===== src/msjd_pkg.sv =====
package msjd_pkg;

  localparam int MAX_SERVERS = 8;
  localparam int QUEUE_DEPTH = 64;
  localparam int TAG_BITS = 16;

  localparam int SRV_W = (MAX_SERVERS > 1) ? $clog2(MAX_SERVERS) : 1;
  localparam int QADDR_W = $clog2(QUEUE_DEPTH);
  localparam int FILL_W = $clog2(QUEUE_DEPTH + 1);
  localparam int CNT_W = $clog2(MAX_SERVERS + 1);

  localparam int KIND_W = 3;
  localparam int IDX_OUT_W = 3;
  localparam int WAIT_W = 7;
  localparam int BUSY_OUT_W = 4;

  localparam int SRV_CFG_W = 4;
  localparam int LIMIT_W = 7;
  localparam int CFG_DATA_W = 7;
  localparam int CFG_IDX_W = 2;

  localparam logic [CFG_IDX_W-1:0] CFG_SERVERS_IN_USE = 2'd0;
  localparam logic [CFG_IDX_W-1:0] CFG_QUEUE_LIMIT = 2'd1;
  localparam logic [CFG_IDX_W-1:0] CFG_LIMIT_ENABLED = 2'd2;

  localparam logic [KIND_W-1:0] EV_STARTED = 3'd0;
  localparam logic [KIND_W-1:0] EV_QUEUED = 3'd1;
  localparam logic [KIND_W-1:0] EV_DROPPED = 3'd2;
  localparam logic [KIND_W-1:0] EV_DEPART_IDLE = 3'd3;
  localparam logic [KIND_W-1:0] EV_DEPART_NEXT = 3'd4;

  typedef struct packed {
    logic we;
    logic busy;
    logic [SRV_W-1:0] idx;
    logic [TAG_BITS-1:0] job;
  } srv_cmd_t;

  typedef struct packed {
    logic busy;
    logic match;
  } srv_stat_t;

  typedef enum logic [2:0] {
    ST_IDLE = 3'b001,
    ST_SCAN = 3'b010,
    ST_DONE = 3'b100
  } state_t;

endpackage


===== src/multi_server_job_dispatcher.sv =====
// Channel  Handshake             Payload
// cfg      cfg_write             cfg_index, cfg_data
// in       in_valid / in_stall   job_tag
// out      out_valid / out_stall event_kind, server_index, departed_tag, started_tag,
//                                waiting_count, busy_count
//
// For each job the shared tag comparator steps through the active servers, from one up to
// MAX_SERVERS of them, until it finds a match or reaches the last active server.
// The DONE state commits server and FIFO updates and loads the output register.
// The DONE state waits while the output register is full and stalled.
// Synchronous reset clears all servers to idle, empties the FIFO and loads register defaults.
module multi_server_job_dispatcher (
  input  logic                              clk,
  input  logic                              rst,
  input  logic                              cfg_write,
  input  logic [msjd_pkg::CFG_IDX_W-1:0]    cfg_index,
  input  logic [msjd_pkg::CFG_DATA_W-1:0]   cfg_data,
  input  logic                              in_valid,
  output logic                              in_stall,
  input  logic [msjd_pkg::TAG_BITS-1:0]     job_tag,
  output logic                              out_valid,
  input  logic                              out_stall,
  output logic [msjd_pkg::KIND_W-1:0]       event_kind,
  output logic [msjd_pkg::IDX_OUT_W-1:0]    server_index,
  output logic [msjd_pkg::TAG_BITS-1:0]     departed_tag,
  output logic [msjd_pkg::TAG_BITS-1:0]     started_tag,
  output logic [msjd_pkg::WAIT_W-1:0]       waiting_count,
  output logic [msjd_pkg::BUSY_OUT_W-1:0]   busy_count
);
  import msjd_pkg::*;

  logic [SRV_CFG_W-1:0] servers_in_use;
  logic [LIMIT_W-1:0] queue_limit;
  logic limit_enabled;

  state_t state;
  logic [TAG_BITS-1:0] tag_r;
  logic [SRV_W-1:0] scan_idx;
  logic [SRV_W-1:0] free_idx;
  logic hit;
  logic free_hit;
  logic [SRV_W-1:0] last_idx;

  logic [QADDR_W-1:0] fifo_head;
  logic [QADDR_W-1:0] fifo_tail;
  logic [FILL_W-1:0] fifo_fill;
  logic [QADDR_W-1:0] fifo_head_next;
  logic [QADDR_W-1:0] fifo_tail_next;
  logic [FILL_W-1:0] fifo_fill_next;
  logic [TAG_BITS-1:0] head_data;
  logic fifo_we;

  srv_cmd_t srv_cmd;
  srv_stat_t srv_stat;
  logic [CNT_W-1:0] busy_cnt_next;

  logic in_xfer;
  logic out_load;
  logic queue_full;
  logic [KIND_W-1:0] kind_next;
  logic [SRV_W-1:0] sidx_next;
  logic [TAG_BITS-1:0] dep_next;
  logic [TAG_BITS-1:0] sta_next;

  msjd_servers u_servers (
    .clk           (clk),
    .rst           (rst),
    .rd_idx        (scan_idx),
    .tag           (tag_r),
    .cmd           (srv_cmd),
    .stat          (srv_stat),
    .busy_cnt_next (busy_cnt_next)
  );

  msjd_ram #(
    .WIDTH (TAG_BITS),
    .DEPTH (QUEUE_DEPTH)
  ) u_fifo_ram (
    .clk   (clk),
    .we    (fifo_we),
    .waddr (fifo_tail),
    .wdata (tag_r),
    .raddr (fifo_head),
    .rdata (head_data)
  );

  assign in_stall = (state != ST_IDLE);
  assign in_xfer = in_valid && !in_stall;
  assign out_load = (state == ST_DONE) && (!out_valid || !out_stall);

  always_comb begin
    if (servers_in_use == '0) begin
      last_idx = '0;
    end else if (int'(servers_in_use) > MAX_SERVERS) begin
      last_idx = SRV_W'(MAX_SERVERS - 1);
    end else begin
      last_idx = SRV_W'(servers_in_use - 1'b1);
    end
  end

  assign queue_full = (int'(fifo_fill) >= QUEUE_DEPTH) ||
                      (limit_enabled && (int'(fifo_fill) >= int'(queue_limit)));

  assign fifo_head_next = (fifo_head == QADDR_W'(QUEUE_DEPTH - 1)) ? '0 : fifo_head + 1'b1;
  assign fifo_tail_next = (fifo_tail == QADDR_W'(QUEUE_DEPTH - 1)) ? '0 : fifo_tail + 1'b1;

  always_comb begin
    srv_cmd = '0;
    srv_cmd.idx = scan_idx;
    srv_cmd.job = tag_r;
    fifo_we = 1'b0;
    fifo_fill_next = fifo_fill;
    kind_next = EV_DROPPED;
    sidx_next = '0;
    dep_next = '0;
    sta_next = '0;
    if (hit) begin
      sidx_next = scan_idx;
      dep_next = tag_r;
      if (fifo_fill == '0) begin
        kind_next = EV_DEPART_IDLE;
        srv_cmd.we = out_load;
        srv_cmd.busy = 1'b0;
      end else begin
        kind_next = EV_DEPART_NEXT;
        sta_next = head_data;
        srv_cmd.we = out_load;
        srv_cmd.busy = 1'b1;
        srv_cmd.job = head_data;
        fifo_fill_next = fifo_fill - 1'b1;
      end
    end else if (free_hit) begin
      kind_next = EV_STARTED;
      sidx_next = free_idx;
      sta_next = tag_r;
      srv_cmd.we = out_load;
      srv_cmd.busy = 1'b1;
      srv_cmd.idx = free_idx;
    end else if (!queue_full) begin
      kind_next = EV_QUEUED;
      fifo_we = out_load;
      fifo_fill_next = fifo_fill + 1'b1;
    end
  end

  always_ff @(posedge clk) begin
    if (rst) begin
      servers_in_use <= SRV_CFG_W'(1);
      queue_limit <= LIMIT_W'(64);
      limit_enabled <= 1'b0;
    end else if (cfg_write) begin
      case (cfg_index)
        CFG_SERVERS_IN_USE: servers_in_use <= cfg_data[SRV_CFG_W-1:0];
        CFG_QUEUE_LIMIT:    queue_limit <= cfg_data[LIMIT_W-1:0];
        CFG_LIMIT_ENABLED:  limit_enabled <= cfg_data[0];
        default: ;
      endcase
    end
  end

  always_ff @(posedge clk) begin
    if (rst) begin
      state <= ST_IDLE;
      fifo_head <= '0;
      fifo_tail <= '0;
      fifo_fill <= '0;
      out_valid <= 1'b0;
    end else begin
      if (out_load) begin
        out_valid <= 1'b1;
      end else if (!out_stall) begin
        out_valid <= 1'b0;
      end
      case (state)
        ST_IDLE: begin
          if (in_xfer) begin
            state <= ST_SCAN;
          end
        end
        ST_SCAN: begin
          if (srv_stat.match || (scan_idx == last_idx)) begin
            state <= ST_DONE;
          end
        end
        ST_DONE: begin
          if (out_load) begin
            state <= ST_IDLE;
            fifo_fill <= fifo_fill_next;
            if (kind_next == EV_DEPART_NEXT) begin
              fifo_head <= fifo_head_next;
            end
            if (kind_next == EV_QUEUED) begin
              fifo_tail <= fifo_tail_next;
            end
          end
        end
        default: state <= ST_IDLE;
      endcase
    end
  end

  always_ff @(posedge clk) begin
    if (in_xfer) begin
      tag_r <= job_tag;
      scan_idx <= '0;
      hit <= 1'b0;
      free_hit <= 1'b0;
      free_idx <= '0;
    end else if (state == ST_SCAN) begin
      if (srv_stat.match) begin
        hit <= 1'b1;
      end else begin
        if (!srv_stat.busy && !free_hit) begin
          free_hit <= 1'b1;
          free_idx <= scan_idx;
        end
        if (scan_idx != last_idx) begin
          scan_idx <= scan_idx + 1'b1;
        end
      end
    end
  end

  always_ff @(posedge clk) begin
    if (out_load) begin
      event_kind <= kind_next;
      server_index <= IDX_OUT_W'(sidx_next);
      departed_tag <= dep_next;
      started_tag <= sta_next;
      waiting_count <= WAIT_W'(fifo_fill_next);
      busy_count <= BUSY_OUT_W'(busy_cnt_next);
    end
  end

  a_fill_bound: assert property (@(posedge clk) disable iff (rst)
    int'(fifo_fill) <= QUEUE_DEPTH)
    else $error("waiting FIFO fill above its depth");

  a_accept_scan: assert property (@(posedge clk) disable iff (rst)
    in_xfer |=> (state == ST_SCAN))
    else $error("accepted job did not start the server scan");

  a_start_busy: assert property (@(posedge clk) disable iff (rst)
    (out_valid && (event_kind == EV_STARTED || event_kind == EV_DEPART_NEXT))
      |-> (busy_count != '0))
    else $error("job started but no server reported busy");

endmodule


===== src/msjd_ram.sv =====
module msjd_ram #(
  parameter int WIDTH = 16,
  parameter int DEPTH = 64
) (
  input  logic                     clk,
  input  logic                     we,
  input  logic [$clog2(DEPTH)-1:0] waddr,
  input  logic [WIDTH-1:0]         wdata,
  input  logic [$clog2(DEPTH)-1:0] raddr,
  output logic [WIDTH-1:0]         rdata
);

  logic [WIDTH-1:0] mem [DEPTH];

  always_ff @(posedge clk) begin
    if (we) begin
      mem[waddr] <= wdata;
    end
    rdata <= mem[raddr];
  end

endmodule


===== src/msjd_servers.sv =====
module msjd_servers (
  input  logic                           clk,
  input  logic                           rst,
  input  logic [msjd_pkg::SRV_W-1:0]     rd_idx,
  input  logic [msjd_pkg::TAG_BITS-1:0]  tag,
  input  msjd_pkg::srv_cmd_t             cmd,
  output msjd_pkg::srv_stat_t            stat,
  output logic [msjd_pkg::CNT_W-1:0]     busy_cnt_next
);
  import msjd_pkg::*;

  logic [MAX_SERVERS-1:0] server_busy;
  logic [TAG_BITS-1:0] server_job [MAX_SERVERS];
  logic [CNT_W-1:0] busy_cnt;
  logic set_one;
  logic clr_one;

  // One shared compare unit, stepped over the servers by the sequencer.
  assign stat.busy = server_busy[rd_idx];
  assign stat.match = server_busy[rd_idx] && (server_job[rd_idx] == tag);

  assign set_one = cmd.we && cmd.busy && !server_busy[cmd.idx];
  assign clr_one = cmd.we && !cmd.busy && server_busy[cmd.idx];

  always_comb begin
    busy_cnt_next = busy_cnt;
    if (set_one) begin
      busy_cnt_next = busy_cnt + 1'b1;
    end else if (clr_one) begin
      busy_cnt_next = busy_cnt - 1'b1;
    end
  end

  always_ff @(posedge clk) begin
    if (rst) begin
      server_busy <= '0;
      busy_cnt <= '0;
    end else begin
      busy_cnt <= busy_cnt_next;
      if (cmd.we) begin
        server_busy[cmd.idx] <= cmd.busy;
      end
    end
  end

  always_ff @(posedge clk) begin
    if (cmd.we) begin
      server_job[cmd.idx] <= cmd.job;
    end
  end

endmodule


===== config.mk =====
export PLATFORM = sky130hd
export DESIGN_NAME = multi_server_job_dispatcher
export DESIGN_NICKNAME = d
export VERILOG_FILES = /design/src/msjd_pkg.sv /design/src/multi_server_job_dispatcher.sv /design/src/msjd_ram.sv /design/src/msjd_servers.sv
export SDC_FILE = /design/constraint.sdc
export NUM_CORES = 1
export LEC_CHECK = 0
export BUFFER_PORTS_ARGS = -buffer_cell sky130_fd_sc_hd__buf_2
export CORE_MARGIN = 2
export CORE_UTILIZATION = 56
export DETAILED_ROUTE_END_ITERATION = 16
export PLACE_DENSITY = 0.75
export SLEW_MARGIN = 10
export SYNTH_ARGS = -nofsm -noshare
export SYNTH_HDL_FRONTEND = slang
export SYNTH_HIERARCHICAL = 1
export SYNTH_SLANG_ARGS = --single-unit

===== constraint.sdc =====
create_clock -name clk -period 3.4 [get_ports clk]
set_input_delay 0.68 -clock clk [delete_from_list [all_inputs] [get_ports clk]]
set_output_delay 0.68 -clock clk [all_outputs]
set_load 0.005 [all_outputs]

==> results_dict.tcl <==
set metrics [dict create \
    drc_errors 0 \
    grt_pass1_vias 26528 \
    seq_area_frac_synth_pct 74.71 \
    required_ns 3.80 \
    leading_post_synthesis_cells_by_instance_count "1217 x sky130_fd_sc_hd__edfxtp_1, 253 x sky130_fd_sc_hd__mux4_2, 140 x sky130_fd_sc_hd__nand2_1" \
    synth_edf_count 1217 \
    totalPowerFinal_w 0.03182 \
    number_of_stages_on_the_worst_hold_path 1 \
    cts.sink_count 1288 \
    multi_input_comb_area_um2 11880 \
    critPathMaxFanout 16 \
    syn_inst 2600 \
    detail-route-antenna-nets 0 \
    synthesis.nets 2645 \
    postSynth.asyncResetShare_pct 0 \
    die_area_um2 93170 \
    synthDistinctLibCells 83 \
    cts-root-buf "sky130_fd_sc_hd__clkbuf_16" \
    firstDrtPassIters 5 \
    finalNonFillerCells 4125 \
    layout-drive-gt1-share_pct 26.11 \
    final_area_um2 57610 \
    worst_setup_timing_slack_at_the_placement_stage_ns 0.1887 \
    synth.most_common_cell "sky130_fd_sc_hd__edfxtp_1" \
    wirelength_um 120700 \
    layout.nets 2887 \
    crit_path_cell_trace "inv_1, ha_1, nand2b_1, a31oi_2, a2bb2oi_2, and3_1, buf_12, nor2b_1, buf_4, nand4b_1, buf_4, nor3_4, buf_12" \
    cp_data_arrival_time_ns 3.61 \
    most_used_dff_post_synth "sky130_fd_sc_hd__edfxtp_1" \
    grt_antenna_before_repair 1 \
    timing_worst_slew_pin_value_ns 1.222 \
    insertion_delay_ns 0.70 \
    wl_per_cell_um 29.25 \
    rows 110 \
    powerDensity_nw_per_um2 552.2 \
    hold_class "input pin to flop" \
    final.min_clock_period_ns 3.212 \
    grt_start_max_net_pins 68 \
    timing.reg2reg.worst_path_depth 13 \
    synth.largest_area_cell "sky130_fd_sc_hd__edfxtp_1" \
    syn_area_per_cell_um2 19.55 \
    clk_transition_reported_paths_ns 0.06 \
    detailedRoute.firstIterationViolations 3529 \
    grt_pass1_wl_um 176900 \
    timing_max_transition_violations_final 0 \
    initial_core_util_pct 56.46 \
    h-tree-depth 3 \
    worst_setup_slack_final_ns 0.1884 \
    syn2layout_area_growth_pct 13.37 \
    max_freq_mhz 311.4 \
    max_stage_delay_ns 0.35 \
    synth.cell_area_um2 50820 \
    yosys.area.top_type_share_pct 71.91 \
    num_antenna_cells 0 \
    die_h_um 305.2 \
    vias_per_cell 6.484 \
    skew_ns 0.04432 \
    cts.path.max_buffers 3 \
    core-area_um2 90010 \
    synth.area.top_cells "sky130_fd_sc_hd__edfxtp_1 72%, sky130_fd_sc_hd__mux4_2 11%, sky130_fd_sc_hd__dfxtp_1 2.8%" \
    tritoncts "yes" \
    peakVddDrop_mv 0.4744 \
    grt.overflow.total 0 \
    synth_seq_cells 1288 \
    power.leakage_nw 18.08 \
    dp_hpwl_um 72170 \
    globalRouteTotalUtil_pct 25.90 \
    layout.filler_cells 5895 \
    final_count_of_hold_timing_violations 0 \
    run_status "finished clean" \
    fin_tns_setup_ns 0 \
    place_area_um2 53510 \
    setup_viol_count_final 0 \
    worst_slew_margin_rel_pct 18.24 \
    crit_end_element "flop" \
    critical_path.slowest_cell "sky130_fd_sc_hd__dfxtp_1" \
    placed_cells 3894 \
    num_io_pins 81 \
    cap_violations 0 \
    critical_path.startpoint_type "flop" \
    gp_congestion 0.9683 \
    die-width_um 305.2 \
    number_of_clock_buffers_inserted_by_tritoncts 120 \
    path_class "flop to flop" \
    synthesis.yosys.warnings 6 \
    route.vias.total 26748 \
    finalCritPeriodShare_pct 94.46 \
    port-buffer-count 80 \
    ff_latch_area_um2 37980 \
]
layout by cell type, fill, tap and decap left out, types with 18 or more instances in the layout:
| master | n |
|---|---|
| sky130_fd_sc_hd__nand4_1 | 25 |
| sky130_fd_sc_hd__mux2i_1 | 126 |
| sky130_fd_sc_hd__and2_1 | 20 |
| sky130_fd_sc_hd__clkinv_1 | 25 |
| sky130_fd_sc_hd__a22o_1 | 25 |
| sky130_fd_sc_hd__o21ai_0 | 21 |
| sky130_fd_sc_hd__nand3_1 | 30 |
| sky130_fd_sc_hd__clkinv_2 | 20 |
| sky130_fd_sc_hd__nor2_1 | 131 |
| sky130_fd_sc_hd__edfxtp_1 | 1217 |
| sky130_fd_sc_hd__nand2_1 | 140 |
| sky130_fd_sc_hd__nor2b_1 | 38 |
| sky130_fd_sc_hd__buf_2 | 80 |
| sky130_fd_sc_hd__a22oi_1 | 42 |
| sky130_fd_sc_hd__dfxtp_1 | 64 |
| sky130_fd_sc_hd__clkbuf_16 | 124 |
| sky130_fd_sc_hd__buf_12 | 29 |
| sky130_fd_sc_hd__mux4_2 | 253 |
| sky130_fd_sc_hd__a21oi_1 | 39 |
| sky130_fd_sc_hd__xor2_1 | 18 |
| sky130_fd_sc_hd__buf_4 | 149 |
| sky130_fd_sc_hd__mux2_2 | 31 |
| sky130_fd_sc_hd__clkbuf_1 | 20 |
| sky130_fd_sc_hd__inv_1 | 19 |
worst paths after layout:
check	to	slack, ns	from
setup / recovery	u_fifo_ram/mem[48][13]	0.19	fifo_fill[0]
hold / removal	tag_r[0]	0.17	job_tag[0]
hold reg to reg	queue_limit[5]	0.50	queue_limit[5]
setup reg to reg	u_fifo_ram/mem[48][13]	0.19	fifo_fill[0]
report_power, final:
group | internal, W | leakage [nW] | switching [W]
Sequential | 0.0175 | 11.5 | 0.0000407
Combinational | 0.000118 | 4.59 | 0.000538
Clock | 0.00793 | 1.97 | 0.00572
critical path: cells and delay by family, from the launching register on:
kind	cells	cell delay, ns
AO/OA/AOI/OAI	2	0.45
adder cells (fa/ha/maj)	1	0.27
buffers and inverters	5	0.82
flip-flops	1	0.35
AND/OR/NAND/NOR	5	1.01
registers in the layout, summed over array words and instances (netlist names), 4 cells and up:
| signal | count |
|---|---|
| fifo_tail | 6 |
| waiting_count | 7 |
| started_tag | 16 |
| u_servers/server_busy | 8 |
| fifo_fill | 7 |
| tag_r | 16 |
| u_fifo_ram/rdata | 16 |
| queue_limit | 7 |
| servers_in_use | 4 |
| departed_tag | 16 |
| fifo_head | 6 |
| u_fifo_ram/mem | 1024 |
| busy_count | 4 |
| u_servers/busy_cnt | 4 |
| u_servers/server_job | 128 |
layer usage:
layer,vias up,share of wire (%),track usage [%]
li1,11066,-,-
met1,13845,38,36.98
met2,1596,48,41.12
met3,241,9.9,4.160
met4,0,3.6,9.337
met5,-,0,0
cell type report:
class,instances,share of cell area [%]
Timing Repair Buffer,261,3.703
Clock inverter,83,1.496
Multi-Input combinational cell,1150,20.62
Sequential cell,1288,65.93
Inverter,21,0.1368
Tap cell,1176,2.554
Clock buffer,146,5.564
metrics by stage:
stage / hold slack (ns) / utilization, %
finish: 0.1695 / 64.01
global route: 0.1497 / 64.01
CTS: 0.1357 / 63.97
detailed placement: 0.4903 / 59.45
global placement: 0.4779 / 59.45
floorplan: 0.4602 / -
logic make-up after synthesis:
logic type,after synthesis,synth area share [%]
flip-flops,1288,74.71
AND/OR/NAND/NOR,463,4.442
multiplexers,415,14.62
AO/OA/AOI/OAI,227,3.366
buffers and inverters,162,1.972
XOR/XNOR,29,0.4998
adder cells (fa/ha/maj),16,0.3915
timing repair:
| action | 4_1_cts | 5_1_grt |
|---|---|---|
| setup endpoints to repair | 0 | 84 |
| resized for setup | 0 | 6 |
| buffers inserted | 0 | 2 |
| hold buffers | 0 | 0 |
No activity file was read; power rests on OpenSTA's default activity.
